### src/rtl/core/frp_pkg.sv
// shared types, codes and default sizes of the fragment reassembly pool
package frp_pkg;

  localparam int unsigned SLOTS_DEF      = 4;
  localparam int unsigned MAX_FRAGS_DEF  = 8;
  localparam int unsigned FRAG_BYTES_DEF = 64;
  localparam logic [31:0] TIMEOUT_RESET  = 32'd30000;

  localparam int unsigned CMD_DEPTH = 2;
  localparam int unsigned SLOT_IDX_W = 4;
  localparam int unsigned TOTAL_W    = 5;

  localparam logic [1:0] REQ_FRAG    = 2'd0;
  localparam logic [1:0] REQ_TICK    = 2'd1;
  localparam logic [1:0] REQ_CLR_ONE = 2'd2;
  localparam logic [1:0] REQ_CLR_ALL = 2'd3;

  localparam logic [1:0] KIND_START = 2'd0;
  localparam logic [1:0] KIND_CONT  = 2'd1;
  localparam logic [1:0] KIND_END   = 2'd2;

  localparam logic [1:0] OUT_STATUS = 2'd0;
  localparam logic [1:0] OUT_DATA   = 2'd1;
  localparam logic [1:0] OUT_TMO    = 2'd2;

  localparam logic [3:0] ST_OK       = 4'd0;
  localparam logic [3:0] ST_DUP      = 4'd1;
  localparam logic [3:0] ST_BAD_HDR  = 4'd2;
  localparam logic [3:0] ST_NO_START = 4'd3;
  localparam logic [3:0] ST_TOO_MANY = 4'd4;
  localparam logic [3:0] ST_POOL     = 4'd5;
  localparam logic [3:0] ST_TOTAL    = 4'd6;
  localparam logic [3:0] ST_SEQ      = 4'd7;
  localparam logic [3:0] ST_LARGE    = 4'd8;

  typedef struct packed {
    logic [1:0]  req_type;
    logic [15:0] peer_id;
    logic        header_ok;
    logic [1:0]  frag_kind;
    logic [15:0] sequence_req;
    logic [15:0] total_frags;
    logic [15:0] payload_len;
    logic        word_first;
    logic        word_last;
    logic [63:0] payload_word;
  } in_item_t;

  typedef struct packed {
    logic [1:0]  out_kind;
    logic [3:0]  status_code;
    logic [15:0] peer_out;
    logic [63:0] data_out;
    logic [3:0]  byte_count;
    logic        last_out;
  } out_item_t;

  typedef struct packed {
    logic                  do_status;
    logic [3:0]            status;
    logic                  do_drain;
    logic                  do_tmo;
    logic                  tmo_last;
    logic [15:0]           peer;
    logic [SLOT_IDX_W-1:0] slot;
    logic [TOTAL_W-1:0]    total;
  } cmd_t;

endpackage

### src/rtl/core/frp_cmd_fifo.sv
// short command queue between the front and the back
module frp_cmd_fifo (
  input  logic          clk_i,
  input  logic          rst_ni,
  input  logic          push_i,
  input  frp_pkg::cmd_t cmd_i,
  output logic          full_o,
  input  logic          pop_i,
  output logic          empty_o,
  output frp_pkg::cmd_t cmd_o
);

  localparam int unsigned PW = (frp_pkg::CMD_DEPTH > 1) ? $clog2(frp_pkg::CMD_DEPTH) : 1;
  localparam int unsigned CW = $clog2(frp_pkg::CMD_DEPTH + 1);

  frp_pkg::cmd_t  mem_q [frp_pkg::CMD_DEPTH];
  logic [PW-1:0]  wp_q, rp_q;
  logic [CW-1:0]  cnt_q;
  logic           do_push, do_pop;

  assign full_o  = (cnt_q == CW'(frp_pkg::CMD_DEPTH));
  assign empty_o = (cnt_q == '0);
  assign do_push = push_i && !full_o;
  assign do_pop  = pop_i && !empty_o;
  assign cmd_o   = mem_q[rp_q];

  always_ff @(posedge clk_i) begin
    if (do_push) begin
      mem_q[wp_q] <= cmd_i;
    end
  end

  always_ff @(posedge clk_i or negedge rst_ni) begin
    if (!rst_ni) begin
      wp_q  <= '0;
      rp_q  <= '0;
      cnt_q <= '0;
    end else begin
      if (do_push) begin
        wp_q <= (wp_q == PW'(frp_pkg::CMD_DEPTH - 1)) ? '0 : wp_q + 1'b1;
      end
      if (do_pop) begin
        rp_q <= (rp_q == PW'(frp_pkg::CMD_DEPTH - 1)) ? '0 : rp_q + 1'b1;
      end
      cnt_q <= cnt_q + CW'(do_push) - CW'(do_pop);
    end
  end

endmodule

### config.mk
export PLATFORM = sky130hd
export DESIGN_NAME = frp_cmd_fifo
export DESIGN_NICKNAME = d
export VERILOG_FILES = /design/src/rtl/core/frp_pkg.sv /design/src/rtl/core/frp_cmd_fifo.sv
export SDC_FILE = /design/constraint.sdc
export NUM_CORES = 1
export LEC_CHECK = 0
export BUFFER_PORTS_ARGS = -buffer_cell sky130_fd_sc_hd__clkbuf_2
export CAP_MARGIN = 30
export CORE_UTILIZATION = 47
export DETAILED_ROUTE_END_ITERATION = 16
export HOLD_SLACK_MARGIN = 0.1
export PLACE_DENSITY = 0.84
export SLEW_MARGIN = 20
export SYNTH_ARGS = -nofsm -noshare
export SYNTH_HDL_FRONTEND = slang
export SYNTH_SLANG_ARGS = --single-unit
export TNS_END_PERCENT = 50
### constraint.sdc
create_clock -name clk_i -period 2.35 [get_ports clk_i]
set_clock_uncertainty 0.05 [all_clocks]
set_input_delay 0.47 -clock clk_i [delete_from_list [all_inputs] [get_ports clk_i]]
set_output_delay 0.47 -clock clk_i [all_outputs]
set_load 0.1 [all_outputs]
==> impl_metrics.json, run 1 <==
{
  "rsz0062_at_grt": "no",
  "pin_count": 72,
  "synth_cells": 121,
  "vias": 1317,
  "fin_setup_tns_ns": 0,
  "seq_area_frac_synth": 0.762,
  "gp_congestion": 0.691,
  "clock_latency_ns": 0.33,
  "tightest_slew_ns": 0.558,
  "grt_overflow": 0,
  "cts_buffers": 9,
  "critical_path_class": "reg -> out",
  "setup_viol": 0,
  "finalCritPeriodShare": 0.952,
  "drtAntennaViolNets": 0,
  "crit_path_start_kind": "register",
  "grt_max_degree": 21,
  "cts_tree": "yes",
  "grt_pass1_vias": 1321,
  "antennaDiodeCount": 0,
  "num_rows": 27,
  "clockRootBuffer": "clkbuf_8",
  "ys_seq_elements": 70,
  "min_path_type": "in -> reg",
  "numPortBuffers": 71,
  "critPathArrivalTime_ns": 1.72,
  "drive_above_1_share": 0.598,
  "synth_cell_type_count": 15,
  "finalMaxSlewViolations": 0,
  "clk_pin_slew_ns": 0.07,
  "viasPerCell": 4.69,
  "ctsResizeCount": 0,
  "synth_top_area_frac": 0.725,
  "slew_headroom": 0.630,
  "nNetsFinal": 244,
  "synthTopCellsByArea": "edfxtp_1 (72%), mux2_4 (16%), dfrtp_1 (3.7%)",
  "drt_iter0_drc": 51,
  "syn_avg_cell_area_um2": 22.6,
  "grt_pass1_wl_um": 6310,
  "wl_per_cell_um": 14.3,
  "area_delta_synth_final_pct": 24.2,
  "syn_area_um2": 2730,
  "die_w_um": 78.3,
  "crit_fanout": 14,
  "drtPass1Iterations": 6,
  "period_minus_slack_ns": 2.24,
  "cap_violations": 0,
  "die_h_um": 78.3,
  "start_util": 0.493,
  "fp.coreArea_um2": 5540,
  "clockBufferDepth": 2,
  "final_common_cell": "clkbuf_2",
  "htreeDepth": 3,
  "die_area_um2": 6130,
  "most-common-layout-cells": "clkbuf_2 (71), edfxtp_1 (66), mux2_4 (29)",
  "grt_usage": 0.145,
  "clock_sinks": 70,
  "status": "complete, no violations",
  "hold_viol_final": 0,
  "syn-num-nets": 160,
  "synth_top_area_cell": "edfxtp_1",
  "drt-total-wl_um": 4010,
  "drc": 0,
  "yosysWarnings": 0,
  "hpwlAfterDp_um": 2780,
  "critPathCaptureType": "output pin",
  "max_freq_mhz": 447,
  "grt_antenna_before_repair": 0,
  "cp_data_required_time_ns": 1.83
}
## worst paths after layout
kind / startpoint / endpoint / cells after the start / slack, ns
setup / recovery: rp_q / cmd_o[19] / 3 / 0.11
hold / removal: cmd_i[22] / mem_q[0][22] / 1 / 0.28
min in group asynchronous: rst_ni / wp_q / 2 / 0.42
hold reg to reg: cnt_q[1] / cnt_q[1] / 1 / 0.47
setup reg to reg: cnt_q[1] / mem_q[0][25] / 4 / 0.63
max in group asynchronous: rst_ni / rp_q / 2 / 1.70
## kinds of logic (layout without fill, tap and decap cells)
| logic type | count (synthesis) | after routing | share of synthesized area |
|---|---|---|---|
| muxes | 33 | 33 | 0.176 |
| xor gates and xnor gates | 4 | 4 | 0.0128 |
| DFF | 70 | 70 | 0.762 |
| buffers and inverters | 6 | 94 | 0.0288 |
| adders and majority gates | 2 | 2 | 0.00915 |
| and+or+nand+nor | 6 | 6 | 0.0119 |
## through the flow
step | hold slack, ns | utilization | worst slack [ns] | instances | instance area [um2]
floorplan | 0.124 | - | 0.0690 | 121 | 2740
global placement | 0.235 | 0.574 | 0.469 | 265 | 3180
detailed placement | 0.235 | 0.574 | 0.454 | 265 | 3180
CTS | 0.261 | 0.613 | 0.0845 | 281 | 3390
global route | 0.257 | 0.613 | 0.0492 | 281 | 3390
finish | 0.276 | 0.613 | 0.113 | 281 | 3390
## area by class of cell
type / count / area, um2
clock inverter: 5 / 75.1
multi-input combinational: 45 / 583
sequential: 70 / 2080
fill: 427 / 2150
inverter: 2 / 7.51
timing repair buffer: 77 / 428
clock buffer: 10 / 128
tap: 72 / 90.1
## flip-flops by register name (all words and copies together) (netlist names)
| register | flops |
|---|---|
| mem_q | 66 |
| cnt_q | 2 |
| rp_q | 1 |
| wp_q | 1 |
## routing by layer
layer	track usage	part of all wire
met1	0.174	0.43
met2	0.231	0.49
met3	0.0500	0.064
met4	0.0778	0.012
met5	0	0
## Yosys cell counts, drive strengths merged
cell	number
nor2b	1
ha	2
xnor2	3
mux2	33
xor2	1
nor2	2
dfrtp	4
edfxtp	66
buf	4
nand2b	1
inv	2
and3	1
nand2	1
## repair_timing
action,CTS,global route
hold endpoints to repair,4,0
buffers inserted,0,0
hold buffers,1,0
## critical path: stages (launching register included)
cell and delay [ns]:
dfrtp_2 0.38, buf_4 0.27, mux2_2 0.37, clkbuf_2 0.37
Power of run 1 is not shown: default switching activity piles up to over one toggle a cycle in this logic, so the estimate is an artifact.
==> run 2: changes to the inputs <==
CORE_MARGIN = 3   (was default)
==> run 2 against run 1 <==
Flip-flop and latch count unchanged. Worst setup slack got worse by 0.012 ns. Global-route usage decreased by 1.0 points. Via count decreased by 1.3%. Clock-buffer cell count increased by 2. Non-clock buffer count decreased by 1. Routed wire length increased by 3.0%. Worst hold slack got worse by 0.0060 ns. Cell area increased by 0.59%. Largest cell class unchanged.
==> impl_metrics.json, run 2 (same netlist as run 1, synthesis figures left out) <==
{
  "clk_pin_slew_ns": 0.07,
  "crit_fanout": 34,
  "drc": 0,
  "dpl.cell_count": 264,
  "drt_iter0_drc": 56,
  "post-place-ws_ns": 0.462,
  "crit_path_start_kind": "register",
  "wl_per_cell_um": 14.7,
  "reg.largest.list": "mem_q: 66 flops, cnt_q: 2 flops",
  "die_area_um2": 6770,
  "drt-total-wl_um": 4130,
  "grt_pass1_wl_um": 6290,
  "finalMaxSlewViolations": 0,
  "tightest_slew_ns": 0.550,
  "rsz0062_at_grt": "no",
  "setup_viol": 0,
  "clockRootBuffer": "clkbuf_8",
  "nNetsFinal": 243,
  "status": "complete, no violations",
  "numPortBuffers": 71,
  "period_minus_slack_ns": 2.25,
  "antennaDiodeCount": 0,
  "most-common-layout-cells": "clkbuf_2 (71), edfxtp_1 (66), mux2_4 (29)",
  "cts_tree": "yes",
  "hpwlAfterDp_um": 2880,
  "cp_data_required_time_ns": 1.83,
  "htreeDepth": 3,
  "critPathCaptureType": "output pin",
  "die_h_um": 82.3,
  "final_common_cell": "clkbuf_2",
  "critPathArrivalTime_ns": 1.73,
  "pin_count": 72,
  "clock_sinks": 70,
  "die_w_um": 82.3,
  "slew_headroom": 0.635,
  "grt_overflow": 0,
  "grt_pass1_vias": 1331,
  "critical_path_class": "reg -> out",
  "gp_congestion": 0.712,
  "cts_buffers": 9,
  "vias": 1300,
  "drive_above_1_share": 0.598,
  "drtPass1Iterations": 4,
  "regMostFlops": "mem_q",
  "grt_max_degree": 35,
  "hold_viol_final": 0,
  "min_path_type": "in -> reg",
  "ctsResizeCount": 0,
  "finalNonFillerCells": 281,
  "worst_slack_ns": 0.101,
  "clockBufferDepth": 2,
  "whs_ns": 0.270,
  "viasPerCell": 4.63,
  "drtAntennaViolNets": 0,
  "cap_violations": 0,
  "area_delta_synth_final_pct": 24.9,
  "clock_latency_ns": 0.33,
  "largest_reg_flops": 66,
  "grt_antenna_before_repair": 0,
  "fin_setup_tns_ns": 0,
  "fp.coreArea_um2": 5570,
  "max_freq_mhz": 445,
  "start_util": 0.490,
  "grt_usage": 0.135,
  "finalCritPeriodShare": 0.957,
  "num_rows": 27
}
==> run 2: changes by cell type in the layout (fill, tap and decap cells not counted), sizes merged <==
cell      previous run  this run
clkbuf              81        83
clkinv               2         1
clkinvlp             1         0
buf                  5         4
bufinv               2         3
==> run 2: per-stage QoR <==
stage                     area, um2   util
final                          3410  0.613
after global routing           3410  0.613
after CTS                      3410  0.613
after detailed placement       3170  0.569
after global placement         3170  0.569
after floorplan                2740      -
==> run 2: layout make-up <==
| type | count | area [um2] |
|---|---|---|
| Clock inverter | 4 | 95.1 |
| Inverter | 2 | 7.51 |
| Sequential cell | 70 | 2080 |
| Timing Repair Buffer | 76 | 420 |
| Tap cell | 72 | 90.1 |
| Fill cell | 417 | 2160 |
| Clock buffer | 12 | 135 |
| Multi-Input combinational cell | 45 | 583 |
==> run 2: path summary, 6_finish.rpt <==
kind / start / end / slack [ns] / cells past startpoint
setup / recovery: rp_q / cmd_o[26] / 0.10 / 3
hold / removal: cmd_i[10] / mem_q[0][10] / 0.27 / 1
setup reg to reg: cnt_q[1] / mem_q[0][26] / 0.74 / 4
hold reg to reg: cnt_q[1] / cnt_q[1] / 0.48 / 1
max in group asynchronous: rst_ni / rp_q / 1.67 / 2
min in group asynchronous: rst_ni / wp_q / 0.44 / 2
==> run 2: routing by layer <==
metal	global-route usage	wire length, um
met1	0.150	1640
met2	0.220	2130
met3	0.0434	293
met4	0.0897	71
met5	0	0
==> run 2: repair_timing <==
action | 4_1_cts | 5_1_grt
hold buffers | 1 | 0
endpoints found under the hold margin | 4 | 0
setup buffers | 0 | 0
==> run 2: critical path: stages (launching register included) <==
cell,delay [ns]
dfrtp_2,0.38
buf_12,0.25
mux2_2,0.37
clkbuf_2,0.37
Power of run 2 is left out for the same reason.
==> run 3: changes to the inputs <==
==> constraint.sdc (replaced) <==
create_clock -name clk_i -period 2.35 [get_ports clk_i]
set_clock_uncertainty 0.05 [all_clocks]
set_input_delay 0 -clock clk_i [delete_from_list [all_inputs] [get_ports clk_i]]
set_output_delay 0 -clock clk_i [all_outputs]
set_load 0.1 [all_outputs]
==> run 3 against run 2 <==
Non-clock buffer count rose by 35. Global-route usage rose by 0.44 points. Cell count rose by 11%. Clock-buffer cell count fell by 3. Die area did not move. Critical endpoint is now cmd_o[20].
==> impl_metrics.json, run 3 (same netlist as run 1, synthesis figures left out) <==
{
  "postPlaceCellArea_um2": 3180,
  "grt_pass1_vias": 1451,
  "post-place-ws_ns": 0.711,
  "finalCritPeriodShare": 0.808,
  "drc": 0,
  "numPortBuffers": 71,
  "largest_reg_flops": 66,
  "most-common-layout-cells": "clkbuf_2 (71), edfxtp_1 (66), dlygate4sd3_1 (37)",
  "status": "complete, no violations",
  "critPathArrivalTime_ns": 1.85,
  "clockBufferDepth": 2,
  "gp_congestion": 0.671,
  "grt_usage": 0.139,
  "cts_buffers": 9,
  "finalMaxSlewViolations": 0,
  "clockRootBuffer": "clkbuf_8",
  "grt_antenna_before_repair": 0,
  "ctsResizeCount": 0,
  "final_common_cell": "clkbuf_2",
  "reg.largest.list": "mem_q: 66 flops, cnt_q: 2 flops",
  "area_delta_synth_final_pct": 35.0,
  "cap_violations": 0,
  "nNetsFinal": 278,
  "clock_latency_ns": 0.32,
  "drtAntennaViolNets": 0,
  "slew_headroom": 0.630,
  "crit_fanout": 28,
  "pin_count": 72,
  "grt_overflow": 0,
  "highest_layer": "met4",
  "grt_max_degree": 29,
  "hold_viol_final": 0,
  "drt_iter0_drc": 57,
  "antennaDiodeCount": 0,
  "viasPerCell": 4.65,
  "cp_data_required_time_ns": 2.30,
  "die_area_um2": 6770,
  "drtPass1Iterations": 4,
  "wl_met1_um": 1670,
  "fp.coreArea_um2": 5570,
  "vias": 1454,
  "worst_slack_ns": 0.452,
  "drt-total-wl_um": 4400,
  "num_rows": 27,
  "wl_met3_um": 310,
  "met2_length_um": 2350,
  "critPathCaptureType": "output pin",
  "clock_sinks": 70,
  "rsz0062_at_grt": "no",
  "tightest_slew_ns": 0.557,
  "wl_per_cell_um": 14.0,
  "post-route-cell-area_um2": 3690,
  "regMostFlops": "mem_q",
  "drive_above_1_share": 0.506,
  "clk_pin_slew_ns": 0.06,
  "critical_path_class": "reg -> out",
  "min_path_type": "in -> reg",
  "htreeDepth": 3,
  "setup_viol": 0,
  "die_h_um": 82.3,
  "crit_path_start_kind": "register",
  "grt_pass1_wl_um": 6680,
  "die_w_um": 82.3,
  "period_minus_slack_ns": 1.90,
  "max_freq_mhz": 527,
  "cts_tree": "yes",
  "start_util": 0.490,
  "fin_setup_tns_ns": 0
}
[run 3: cell count changes in the layout (fill, tap and decap cells not counted)]
cell           delta
buf_4             -2
bufinv_16         -3
clkinv_2          +1
buf_12            +1
clkbuf_1          -3
clkinv_1          +2
dlygate4sd3_1    +36
[run 3: per-stage QoR]
step / utilization / hold slack (ns) / cells
floorplan: - / -0.346 / 121
global placement: 0.570 / -0.237 / 263
detailed placement: 0.570 / -0.235 / 263
CTS: 0.662 / 0.325 / 313
global route: 0.662 / 0.337 / 313
finish: 0.662 / 0.351 / 313
[run 3: routing by layer]
metal / vias up / global-route usage
met5: - / 0
met4: 0 / 0.0714
met3: 11 / 0.0456
met2: 49 / 0.242
met1: 692 / 0.150
li1: 702 / -
[run 3: cell type report]
type / instances / area (um2)
Timing Repair Buffer: 111 / 786
Clock buffer: 9 / 124
Clock inverter: 4 / 17.5
Sequential cell: 70 / 2080
Multi-Input combinational cell: 45 / 583
Fill cell: 394 / 1880
Inverter: 2 / 7.51
Tap cell: 72 / 90.1
[run 3: repair_timing]
action | in CTS | in global routing
buffers inserted | 0 | 0
hold buffers | 37 | 0
setup endpoints to repair | 0 | 0
endpoints found under the hold margin | 72 | 0
[run 3: final timing paths]
check / start / end / slack, ns / depth (start not counted)
worst max-delay path: rp_q / cmd_o[20] / 0.45 / 3
worst min-delay path: cmd_i[14] / mem_q[1][14] / 0.35 / 2
worst max register to register: cnt_q[1] / cnt_q[1] / 0.73 / 7
worst min register to register: cnt_q[1] / cnt_q[1] / 0.49 / 1
max in group asynchronous: rst_ni / rp_q / 1.51 / 3
min in group asynchronous: rst_ni / cnt_q[0] / 0.55 / 3
[run 3: critical path, stage by stage, from the launching register on]
cell      delay (ns)
dfrtp_2         0.51
buf_12          0.26
mux2_2          0.36
clkbuf_2        0.37
Power of run 3 is left out for the same reason.
