[config.mk]
export PLATFORM = sky130hd
export DESIGN_NAME = frp_front
export DESIGN_NICKNAME = d
export VERILOG_FILES = /design/src/rtl/core/frp_pkg.sv /design/src/rtl/core/frp_front.sv
export SDC_FILE = /design/constraint.sdc
export NUM_CORES = 1
export LEC_CHECK = 0
export ABC_AREA = 1
export BUFFER_PORTS_ARGS = -buffer_cell sky130_fd_sc_hd__buf_2
export CAP_MARGIN = 20
export CORE_ASPECT_RATIO = 0.9
export CORE_MARGIN = 2
export CORE_UTILIZATION = 60
export DETAILED_ROUTE_END_ITERATION = 16
export GPL_ROUTABILITY_DRIVEN = 0
export MAX_ROUTING_LAYER = met4
export PLACE_DENSITY = 0.82
export SYNTH_ARGS = -nofsm -noshare
export SYNTH_HDL_FRONTEND = slang
export SYNTH_SLANG_ARGS = --single-unit
[constraint.sdc]
create_clock -name clk_i -period 9.95 [get_ports clk_i]
set_input_delay 0.4975 -clock clk_i [delete_from_list [all_inputs] [get_ports clk_i]]
set_output_delay 0.4975 -clock clk_i [all_outputs]
set_load 0.05 [all_outputs]
[src/rtl/core/frp_pkg.sv]
// shared types, codes and default sizes of the fragment reassembly pool
package frp_pkg;

  localparam int unsigned SLOTS_DEF      = 4;
  localparam int unsigned MAX_FRAGS_DEF  = 8;
  localparam int unsigned FRAG_BYTES_DEF = 64;
  localparam logic [31:0] TIMEOUT_RESET  = 32'd30000;

  localparam int unsigned CMD_DEPTH = 2;
  localparam int unsigned SLOT_IDX_W = 4;
  localparam int unsigned TOTAL_W    = 5;

  localparam logic [1:0] REQ_FRAG    = 2'd0;
  localparam logic [1:0] REQ_TICK    = 2'd1;
  localparam logic [1:0] REQ_CLR_ONE = 2'd2;
  localparam logic [1:0] REQ_CLR_ALL = 2'd3;

  localparam logic [1:0] KIND_START = 2'd0;
  localparam logic [1:0] KIND_CONT  = 2'd1;
  localparam logic [1:0] KIND_END   = 2'd2;

  localparam logic [1:0] OUT_STATUS = 2'd0;
  localparam logic [1:0] OUT_DATA   = 2'd1;
  localparam logic [1:0] OUT_TMO    = 2'd2;

  localparam logic [3:0] ST_OK       = 4'd0;
  localparam logic [3:0] ST_DUP      = 4'd1;
  localparam logic [3:0] ST_BAD_HDR  = 4'd2;
  localparam logic [3:0] ST_NO_START = 4'd3;
  localparam logic [3:0] ST_TOO_MANY = 4'd4;
  localparam logic [3:0] ST_POOL     = 4'd5;
  localparam logic [3:0] ST_TOTAL    = 4'd6;
  localparam logic [3:0] ST_SEQ      = 4'd7;
  localparam logic [3:0] ST_LARGE    = 4'd8;

  typedef struct packed {
    logic [1:0]  req_type;
    logic [15:0] peer_id;
    logic        header_ok;
    logic [1:0]  frag_kind;
    logic [15:0] sequence_req;
    logic [15:0] total_frags;
    logic [15:0] payload_len;
    logic        word_first;
    logic        word_last;
    logic [63:0] payload_word;
  } in_item_t;

  typedef struct packed {
    logic [1:0]  out_kind;
    logic [3:0]  status_code;
    logic [15:0] peer_out;
    logic [63:0] data_out;
    logic [3:0]  byte_count;
    logic        last_out;
  } out_item_t;

  typedef struct packed {
    logic                  do_status;
    logic [3:0]            status;
    logic                  do_drain;
    logic                  do_tmo;
    logic                  tmo_last;
    logic [15:0]           peer;
    logic [SLOT_IDX_W-1:0] slot;
    logic [TOTAL_W-1:0]    total;
  } cmd_t;

endpackage

[src/rtl/core/frp_front.sv]
// front end: accepts items, keeps session state, stores payload, issues commands
module frp_front #(
  parameter int unsigned SLOTS      = frp_pkg::SLOTS_DEF,
  parameter int unsigned MAX_FRAGS  = frp_pkg::MAX_FRAGS_DEF,
  parameter int unsigned FRAG_BYTES = frp_pkg::FRAG_BYTES_DEF,
  localparam int unsigned WPF   = (FRAG_BYTES + 7) / 8,
  localparam int unsigned CELLS = SLOTS * MAX_FRAGS,
  localparam int unsigned PDEP  = CELLS * WPF,
  localparam int unsigned CAW   = (CELLS > 1) ? $clog2(CELLS) : 1,
  localparam int unsigned PAW   = (PDEP > 1) ? $clog2(PDEP) : 1,
  localparam int unsigned LW    = $clog2(FRAG_BYTES + 1)
) (
  input  logic                clk_i,
  input  logic                rst_ni,
  input  logic                push,
  output logic                full,
  input  frp_pkg::in_item_t   item_i,
  input  logic                cfg_valid_i,
  output logic                cfg_ready_o,
  input  logic [31:0]         cfg_data_i,
  output logic                cmd_push_o,
  output frp_pkg::cmd_t       cmd_o,
  input  logic                cmd_full_i,
  input  logic                drain_done_i,
  output logic                pay_we_o,
  output logic [PAW-1:0]      pay_waddr_o,
  output logic [63:0]         pay_wdata_o,
  output logic                len_we_o,
  output logic [CAW-1:0]      len_waddr_o,
  output logic [LW-1:0]       len_wdata_o
);

  localparam int unsigned SW = (SLOTS > 1) ? $clog2(SLOTS) : 1;
  localparam int unsigned QW = (MAX_FRAGS > 1) ? $clog2(MAX_FRAGS) : 1;
  localparam int unsigned TW = $clog2(MAX_FRAGS + 1);
  localparam int unsigned WW = $clog2(WPF + 1);

  logic [SLOTS-1:0]     busy_q, busy_d;
  logic [15:0]          peer_q [SLOTS];
  logic [15:0]          peer_d [SLOTS];
  logic [TW-1:0]        total_q [SLOTS];
  logic [TW-1:0]        total_d [SLOTS];
  logic [TW-1:0]        got_q [SLOTS];
  logic [TW-1:0]        got_d [SLOTS];
  logic [31:0]          started_q [SLOTS];
  logic [31:0]          started_d [SLOTS];
  logic [MAX_FRAGS-1:0] seen_q [SLOTS];
  logic [MAX_FRAGS-1:0] seen_d [SLOTS];
  logic [31:0]          tick_q, tick_d, tmo_q, tmo_d;
  logic                 cx_act_q, cx_act_d;
  logic [SW-1:0]        cx_slot_q, cx_slot_d;
  logic [QW-1:0]        cx_seq_q, cx_seq_d;
  logic [LW-1:0]        cx_len_q, cx_len_d;
  logic [WW-1:0]        cx_words_q, cx_words_d;
  logic                 scan_q, scan_d, drain_busy_q, drain_busy_d;
  logic [SLOTS-1:0]     mask_q, mask_d;
  logic                 accept;

  assign full        = cmd_full_i || scan_q || drain_busy_q;
  assign accept      = push && !full;
  assign cfg_ready_o = 1'b1;

  always_comb begin
    logic [SLOTS-1:0] hit, freev, lowm;
    logic             hit_any, free_any, have, do_open, e_act, last_cmd;
    logic [SW-1:0]    hit_idx, free_idx, sl, sc_idx;
    logic [3:0]       st;
    logic [LW:0]      need;
    logic [WW+3:0]    gotb;
    logic [CAW-1:0]   cell_idx;

    busy_d = busy_q;
    peer_d = peer_q;
    total_d = total_q;
    got_d = got_q;
    started_d = started_q;
    seen_d = seen_q;
    tick_d = tick_q;
    tmo_d = tmo_q;
    cx_act_d = cx_act_q;
    cx_slot_d = cx_slot_q;
    cx_seq_d = cx_seq_q;
    cx_len_d = cx_len_q;
    cx_words_d = cx_words_q;
    scan_d = scan_q;
    mask_d = mask_q;
    drain_busy_d = drain_busy_q && !drain_done_i;
    cmd_push_o = 1'b0;
    cmd_o = '0;
    pay_we_o = 1'b0;
    pay_waddr_o = '0;
    pay_wdata_o = item_i.payload_word;
    len_we_o = 1'b0;
    len_waddr_o = '0;
    len_wdata_o = '0;
    st = frp_pkg::ST_OK;
    have = 1'b0;
    do_open = 1'b0;
    sl = '0;
    e_act = 1'b0;
    lowm = '0;
    last_cmd = 1'b0;
    sc_idx = '0;
    need = '0;
    gotb = '0;
    cell_idx = '0;

    if (cfg_valid_i) begin
      tmo_d = cfg_data_i;
    end

    for (int s = 0; s < SLOTS; s++) begin
      hit[s] = busy_q[s] && (peer_q[s] == item_i.peer_id);
    end
    hit_any = |hit;
    hit_idx = '0;
    for (int s = SLOTS - 1; s >= 0; s--) begin
      if (hit[s]) begin
        hit_idx = SW'(s);
      end
    end
    freev = ~busy_q;
    if (item_i.frag_kind == frp_pkg::KIND_START && hit_any) begin
      freev[hit_idx] = 1'b1;
    end
    free_any = |freev;
    free_idx = '0;
    for (int s = SLOTS - 1; s >= 0; s--) begin
      if (freev[s]) begin
        free_idx = SW'(s);
      end
    end

    // timeout notices, one per cycle while the command queue is not full
    if (scan_q && !cmd_full_i) begin
      for (int s = SLOTS - 1; s >= 0; s--) begin
        if (mask_q[s]) begin
          sc_idx = SW'(s);
        end
      end
      lowm = '0;
      lowm[sc_idx] = 1'b1;
      last_cmd = ((mask_q & ~lowm) == '0);
      mask_d = mask_q & ~lowm;
      scan_d = !last_cmd;
      cmd_push_o = 1'b1;
      cmd_o.do_tmo = 1'b1;
      cmd_o.tmo_last = last_cmd;
      cmd_o.peer = peer_q[sc_idx];
    end

    if (accept) begin
      case (item_i.req_type)
        frp_pkg::REQ_TICK: begin
          tick_d = tick_q + 32'd1;
          for (int s = 0; s < SLOTS; s++) begin
            mask_d[s] = busy_q[s] && ((tick_d - started_q[s]) > tmo_q);
            if (mask_d[s]) begin
              busy_d[s] = 1'b0;
              got_d[s] = '0;
              total_d[s] = '0;
              seen_d[s] = '0;
              if (cx_act_q && cx_slot_q == SW'(s)) begin
                cx_act_d = 1'b0;
              end
            end
          end
          scan_d = |mask_d;
        end
        frp_pkg::REQ_CLR_ONE: begin
          if (hit_any) begin
            busy_d[hit_idx] = 1'b0;
            got_d[hit_idx] = '0;
            total_d[hit_idx] = '0;
            seen_d[hit_idx] = '0;
            if (cx_act_q && cx_slot_q == hit_idx) begin
              cx_act_d = 1'b0;
            end
          end
        end
        frp_pkg::REQ_CLR_ALL: begin
          for (int s = 0; s < SLOTS; s++) begin
            busy_d[s] = 1'b0;
            got_d[s] = '0;
            total_d[s] = '0;
            seen_d[s] = '0;
          end
          cx_act_d = 1'b0;
        end
        default: begin
          if (item_i.word_first) begin
            cx_act_d = 1'b0;
            if (!item_i.header_ok || item_i.frag_kind > frp_pkg::KIND_END) begin
              st = frp_pkg::ST_BAD_HDR;
            end else if (item_i.frag_kind == frp_pkg::KIND_START) begin
              if (hit_any) begin
                busy_d[hit_idx] = 1'b0;
                got_d[hit_idx] = '0;
                total_d[hit_idx] = '0;
                seen_d[hit_idx] = '0;
              end
              do_open = 1'b1;
            end else if (hit_any) begin
              sl = hit_idx;
              have = 1'b1;
            end else if (item_i.frag_kind == frp_pkg::KIND_END &&
                         item_i.total_frags == 16'd1 && item_i.sequence_req == 16'd0) begin
              do_open = 1'b1;
            end else begin
              st = frp_pkg::ST_NO_START;
            end
            if (do_open) begin
              if (item_i.total_frags > 16'(MAX_FRAGS)) begin
                st = frp_pkg::ST_TOO_MANY;
              end else if (!free_any) begin
                st = frp_pkg::ST_POOL;
              end else begin
                busy_d[free_idx] = 1'b1;
                peer_d[free_idx] = item_i.peer_id;
                total_d[free_idx] = TW'(item_i.total_frags);
                got_d[free_idx] = '0;
                started_d[free_idx] = tick_q;
                seen_d[free_idx] = '0;
                sl = free_idx;
                have = 1'b1;
              end
            end
            if (have) begin
              if (item_i.total_frags != 16'(total_d[sl])) begin
                st = frp_pkg::ST_TOTAL;
              end else if (item_i.sequence_req >= 16'(total_d[sl])) begin
                st = frp_pkg::ST_SEQ;
              end else if (seen_d[sl][item_i.sequence_req[QW-1:0]]) begin
                st = frp_pkg::ST_DUP;
              end else if (item_i.payload_len > 16'(FRAG_BYTES)) begin
                st = frp_pkg::ST_LARGE;
              end else begin
                cx_act_d = 1'b1;
                cx_slot_d = sl;
                cx_seq_d = item_i.sequence_req[QW-1:0];
                cx_len_d = item_i.payload_len[LW-1:0];
                cx_words_d = '0;
              end
            end
            cmd_push_o = 1'b1;
            cmd_o.do_status = 1'b1;
            cmd_o.status = st;
            cmd_o.peer = item_i.peer_id;
            e_act = cx_act_d;
          end else begin
            e_act = cx_act_q;
          end

          // payload word into the active fragment
          if (e_act) begin
            cell_idx = CAW'(cx_slot_d) * CAW'(MAX_FRAGS) + CAW'(cx_seq_d);
            need = ((LW + 1)'(cx_len_d) + (LW + 1)'(7)) >> 3;
            if ((LW + 1)'(cx_words_d) < need && cx_words_d < WW'(WPF)) begin
              pay_we_o = 1'b1;
              pay_waddr_o = PAW'(cell_idx) * PAW'(WPF) + PAW'(cx_words_d);
              cx_words_d = cx_words_d + 1'b1;
            end
            if (item_i.word_last) begin
              gotb = (WW + 4)'(cx_words_d) << 3;
              len_we_o = 1'b1;
              len_waddr_o = cell_idx;
              len_wdata_o = ((WW + 4)'(cx_len_d) < gotb) ? cx_len_d : LW'(gotb);
              seen_d[cx_slot_d][cx_seq_d] = 1'b1;
              got_d[cx_slot_d] = got_d[cx_slot_d] + 1'b1;
              cx_act_d = 1'b0;
              if (got_d[cx_slot_d] == total_d[cx_slot_d]) begin
                cmd_push_o = 1'b1;
                cmd_o.do_drain = 1'b1;
                cmd_o.peer = peer_d[cx_slot_d];
                cmd_o.slot = frp_pkg::SLOT_IDX_W'(cx_slot_d);
                cmd_o.total = frp_pkg::TOTAL_W'(total_d[cx_slot_d]);
                drain_busy_d = 1'b1;
                busy_d[cx_slot_d] = 1'b0;
                got_d[cx_slot_d] = '0;
                total_d[cx_slot_d] = '0;
                seen_d[cx_slot_d] = '0;
              end
            end
          end
        end
      endcase
    end
  end

  always_ff @(posedge clk_i) begin
    peer_q <= peer_d;
  end

  always_ff @(posedge clk_i or negedge rst_ni) begin
    if (!rst_ni) begin
      busy_q <= '0;
      for (int s = 0; s < SLOTS; s++) begin
        total_q[s] <= '0;
        got_q[s] <= '0;
        started_q[s] <= '0;
        seen_q[s] <= '0;
      end
      tick_q <= '0;
      tmo_q <= frp_pkg::TIMEOUT_RESET;
      cx_act_q <= 1'b0;
      cx_slot_q <= '0;
      cx_seq_q <= '0;
      cx_len_q <= '0;
      cx_words_q <= '0;
      scan_q <= 1'b0;
      mask_q <= '0;
      drain_busy_q <= 1'b0;
    end else begin
      busy_q <= busy_d;
      total_q <= total_d;
      got_q <= got_d;
      started_q <= started_d;
      seen_q <= seen_d;
      tick_q <= tick_d;
      tmo_q <= tmo_d;
      cx_act_q <= cx_act_d;
      cx_slot_q <= cx_slot_d;
      cx_seq_q <= cx_seq_d;
      cx_len_q <= cx_len_d;
      cx_words_q <= cx_words_d;
      scan_q <= scan_d;
      mask_q <= mask_d;
      drain_busy_q <= drain_busy_d;
    end
  end

endmodule

==> impl_metrics.py <==
metrics = {
    "setup_path": {
        "worstPathRequired_ns": 9.45,
        "critPathMaxStageDelay_ns": 0.57,
        "crit_slowest_cell": "a2111oi_0",
        "r2r_cells": 42,
        "cp-end-kind": "output port",
        "critPathBufInv": 9,
        "reg2reg_to": "got_q[1]",
        "cp_top_family": "simple AND/OR/NAND/NOR gates",
        "crit_fanout": 20,
        "crit_type": "flip-flop to output port",
        "path_common_cell": "nand2_1",
        "regToRegStartpoint": "tick_q[0]",
        "cp-start-kind": "flip-flop",
        "r2r_slack_ns": 1.55,
        "arrival_ns": 8.65,
    },
    "yosys": {
        "seq_area_frac_synth_pct": 31.0,
        "synth_enable_flop_cells": 64,
        "async_reset_ff_share_pct": 81.6,
        "synth-simple-area-share_pct": 25.7,
        "synth.avg_cell_area_um2": 7.03,
        "syn_area_um2": 29100,
        "yosysUniqueCellTypes": 63,
        "synth_compound_area_share_pct": 16.2,
        "synthXorXnorAreaFrac_pct": 4.79,
        "synth_top_family_by_area": "simple AND/OR/NAND/NOR gates",
        "ys.flop_type": "dfrtp_1",
        "synth_adder_area_share_pct": 11.7,
        "synth_cells": 4140,
        "synth.mux.area_fraction_pct": 0.0387,
        "ys_warn_count": 0,
        "ys_ff_latch": 347,
    },
    "timing": {
        "timing.setup.tns_ns": 0,
        "setup_viol": 0,
        "fin_skew_ns": 0.0313,
        "fin_crit_ns": 9.15,
        "tightest_slew_ns": 1.13,
        "rsz0062_at_grt": "no",
        "slew_viol_final": 0,
        "finalCritPeriodShare_pct": 92.0,
        "timing.fmax_ghz": 0.109,
        "setup_ws_ns": 0.801,
        "holdWs_ns": -0.0327,
        "hold_viol_final": 8,
        "slew_headroom_pct": 24.5,
    },
    "route": {
        "drt_pass1_iterations": 7,
        "drt-wirelength-per-cell_um": 18.3,
        "ant_nets": 0,
        "totalWireLength_mm": 88.8,
        "route.detailed.drc": 0,
        "drtIter0Drc": 3853,
        "viasPerCell": 5.97,
        "vias": 28892,
    },
    "cts": {
        "cts_buffers": 41,
        "cts_hold_buf": 0,
        "cts_setup_buffers": 0,
        "cts_tree": "built",
        "clkTransAtPathRegs_ns": 0.07,
        "clk_latency_ns": 0.59,
        "clock-sinks": 347,
        "clock-root-buffer": "clkbuf_16",
        "h-tree-depth": 2,
        "cts_buffer_depth": 3,
        "cts.repair.resized": 0,
    },
    "place": {
        "io_buffers": 162,
        "dp_hpwl_mm": 66.6,
        "place_ws_ns": 1.46,
        "dp_cells": 4766,
    },
    "power": {
        "power_frac_clock_pct": 20.3,
        "p_seq_share_pct": 21.0,
        "p_per_area_nw_per_um2": 243,
        "power.switching_mw": 3.56,
        "irDropWorstVdd_mv": 0.133,
        "p_total_mw": 7.59,
        "p_int_mw": 4.04,
        "leakage_nw": 14.9,
        "swShare_pct": 46.8,
        "power_frac_comb_pct": 58.6,
    },
    "grt": {
        "grt_pass1_vias": 26197,
        "grt_remaining_overflow": 0,
        "grt_max_degree": 174,
        "grt_usage_pct": 35.7,
        "antenna_found_initial": 4,
        "grt_pass1_wl_mm": 139,
    },
    "floorplan": {
        "die_y_um": 213,
        "fp.dieW_um": 236,
        "top_level_ports": 295,
        "start_util_pct": 60.8,
        "rows": 76,
        "design.die.area_um2": 50300,
        "core_um2": 47800,
    },
    "worst_hold_path": {
        "min_path_type": "input port to async pin",
    },
    "cells_and_area": {
        "num-fill-cells": 4117,
        "syn2layout_area_growth_pct": 7.31,
        "nets": 4629,
        "final_common_cell": "nand2_1",
        "final-instance-count-excl-fill": 4841,
        "postLayoutCoreUtil_pct": 65.3,
        "mostFrequentLayoutCells": "nand2_1 (1152), inv_1 (493), o21ai_0 (403), dfrtp_1 (276), ha_1 (266)",
        "drive_above_1_share_pct": 8.54,
    },
    "run": {
        "drv_cap": 0,
    },
    "run_status": {
        "status": "finished with violations",
        "violations": "negative hold slack",
    },
}
-- metal layers --
layer	vias up	track usage, %	part of all wire (%)
met5	-	-	0
met4	0	14.1	3.8
met3	269	7.85	12
met2	1764	50.8	41
met1	13114	49.7	43
li1	13745	-	-
-- power by group through the flow --
stage / sequential, mW / combinational, mW / clock, mW
floorplan: 1.60 / 3.30 / 0
global placement: 1.62 / 4.18 / 0
detailed placement: 1.62 / 4.32 / 0
CTS: 1.59 / 4.36 / 1.55
global route: 1.61 / 4.97 / 1.60
finish: 1.60 / 4.45 / 1.54
-- per-stage QoR --
step / cell area (µm²) / hold WS, ns
2_1_floorplan: 29100 / 0.202
3_3_place_gp: 29800 / 0.461
3_5_place_dp: 29800 / 0.466
4_1_cts: 31200 / 0.0150
5_1_grt: 31200 / 0.0584
6_report: 31200 / -0.0327
-- cell usage after synthesis (all sizes together) (2+ instances only) --
cell     count  area share, %
and3         2          0.043
dfrtp      276             24
o2111ai      3          0.090
o21bai       8           0.21
dfstp        7           0.63
clkbuf      78            1.0
nor2       268            3.8
a211oi      17           0.44
nor4        13           0.28
nand3      217            3.9
clkinv       6          0.095
a2111oi      5           0.15
nand3b       6           0.15
a21oi      231            4.0
buf        106            2.7
xnor2       27           0.81
o221ai      13           0.39
nand2     1175             15
inv        531            6.9
o31ai        7           0.18
conb         2          0.026
o211ai      12           0.31
edfxtp      64            6.6
a21o         3          0.077
nand4       59            1.3
ha         266             11
o21ai      465            8.1
fa           4           0.28
a31oi       23           0.49
xor2       132            4.0
a22oi       18           0.46
a221oi       4           0.12
o21a         3          0.077
or2          4          0.086
nor3        34           0.58
o22ai       44           0.95
-- cells by family (layout without fill, tap and decap cells) --
kind of cell,count (synthesis),after routing
buffers and inverters,721,792
XOR/XNOR,159,159
multiplexers,1,1
other,2,8
adder cells (fa/ha/maj),270,270
AND/OR/NAND/NOR,1780,1780
flip-flops,347,347
AO/OA/AOI/OAI,860,860
-- cell type report --
type | instances | area [µm²] | area share, %
timing repair buffer | 185 | 1020 | 3.26
inverter | 537 | 2020 | 6.48
multi-input combinational | 3074 | 17000 | 54.5
sequential | 347 | 9010 | 28.9
clock buffer | 55 | 1200 | 3.85
antenna | 4 | 10.0 | 0.0321
tap | 624 | 781 | 2.50
clock inverter | 15 | 145 | 0.465
-- worst register-to-register path, delay by kind of cell (launching register included) --
kind                       cells  cell delay [ns]
AOI/OAI and AO/OA             15             3.45
and+or+nand+nor               17             2.30
buffers and inverters          6             0.86
xor gates and xnor gates       2             0.57
adders and majority gates      2             0.55
DFF                            1             0.53
-- how the worst max path moves through the flow --
stage / from / end / cells past startpoint
final: busy_q[3] / len_wdata_o[1] / 52
after global routing: peer_q[25] / len_wdata_o[1] / 54
after floorplan: item_i[132] / pay_waddr_o[5] / 47
after detailed placement: item_i[118] / len_wdata_o[1] / 54
after global placement: item_i[118] / len_wdata_o[1] / 54
after CTS: busy_q[1] / len_wdata_o[1] / 51
-- sequential cells by signal (all words and copies together) (netlist names), 7 cells and up --
register,flops
got_q,16
tick_q,32
seen_q,32
started_q,128
tmo_q,32
cx_len_q,7
total_q,16
peer_q,64
Note: power is estimated with default switching activity, not from simulation.
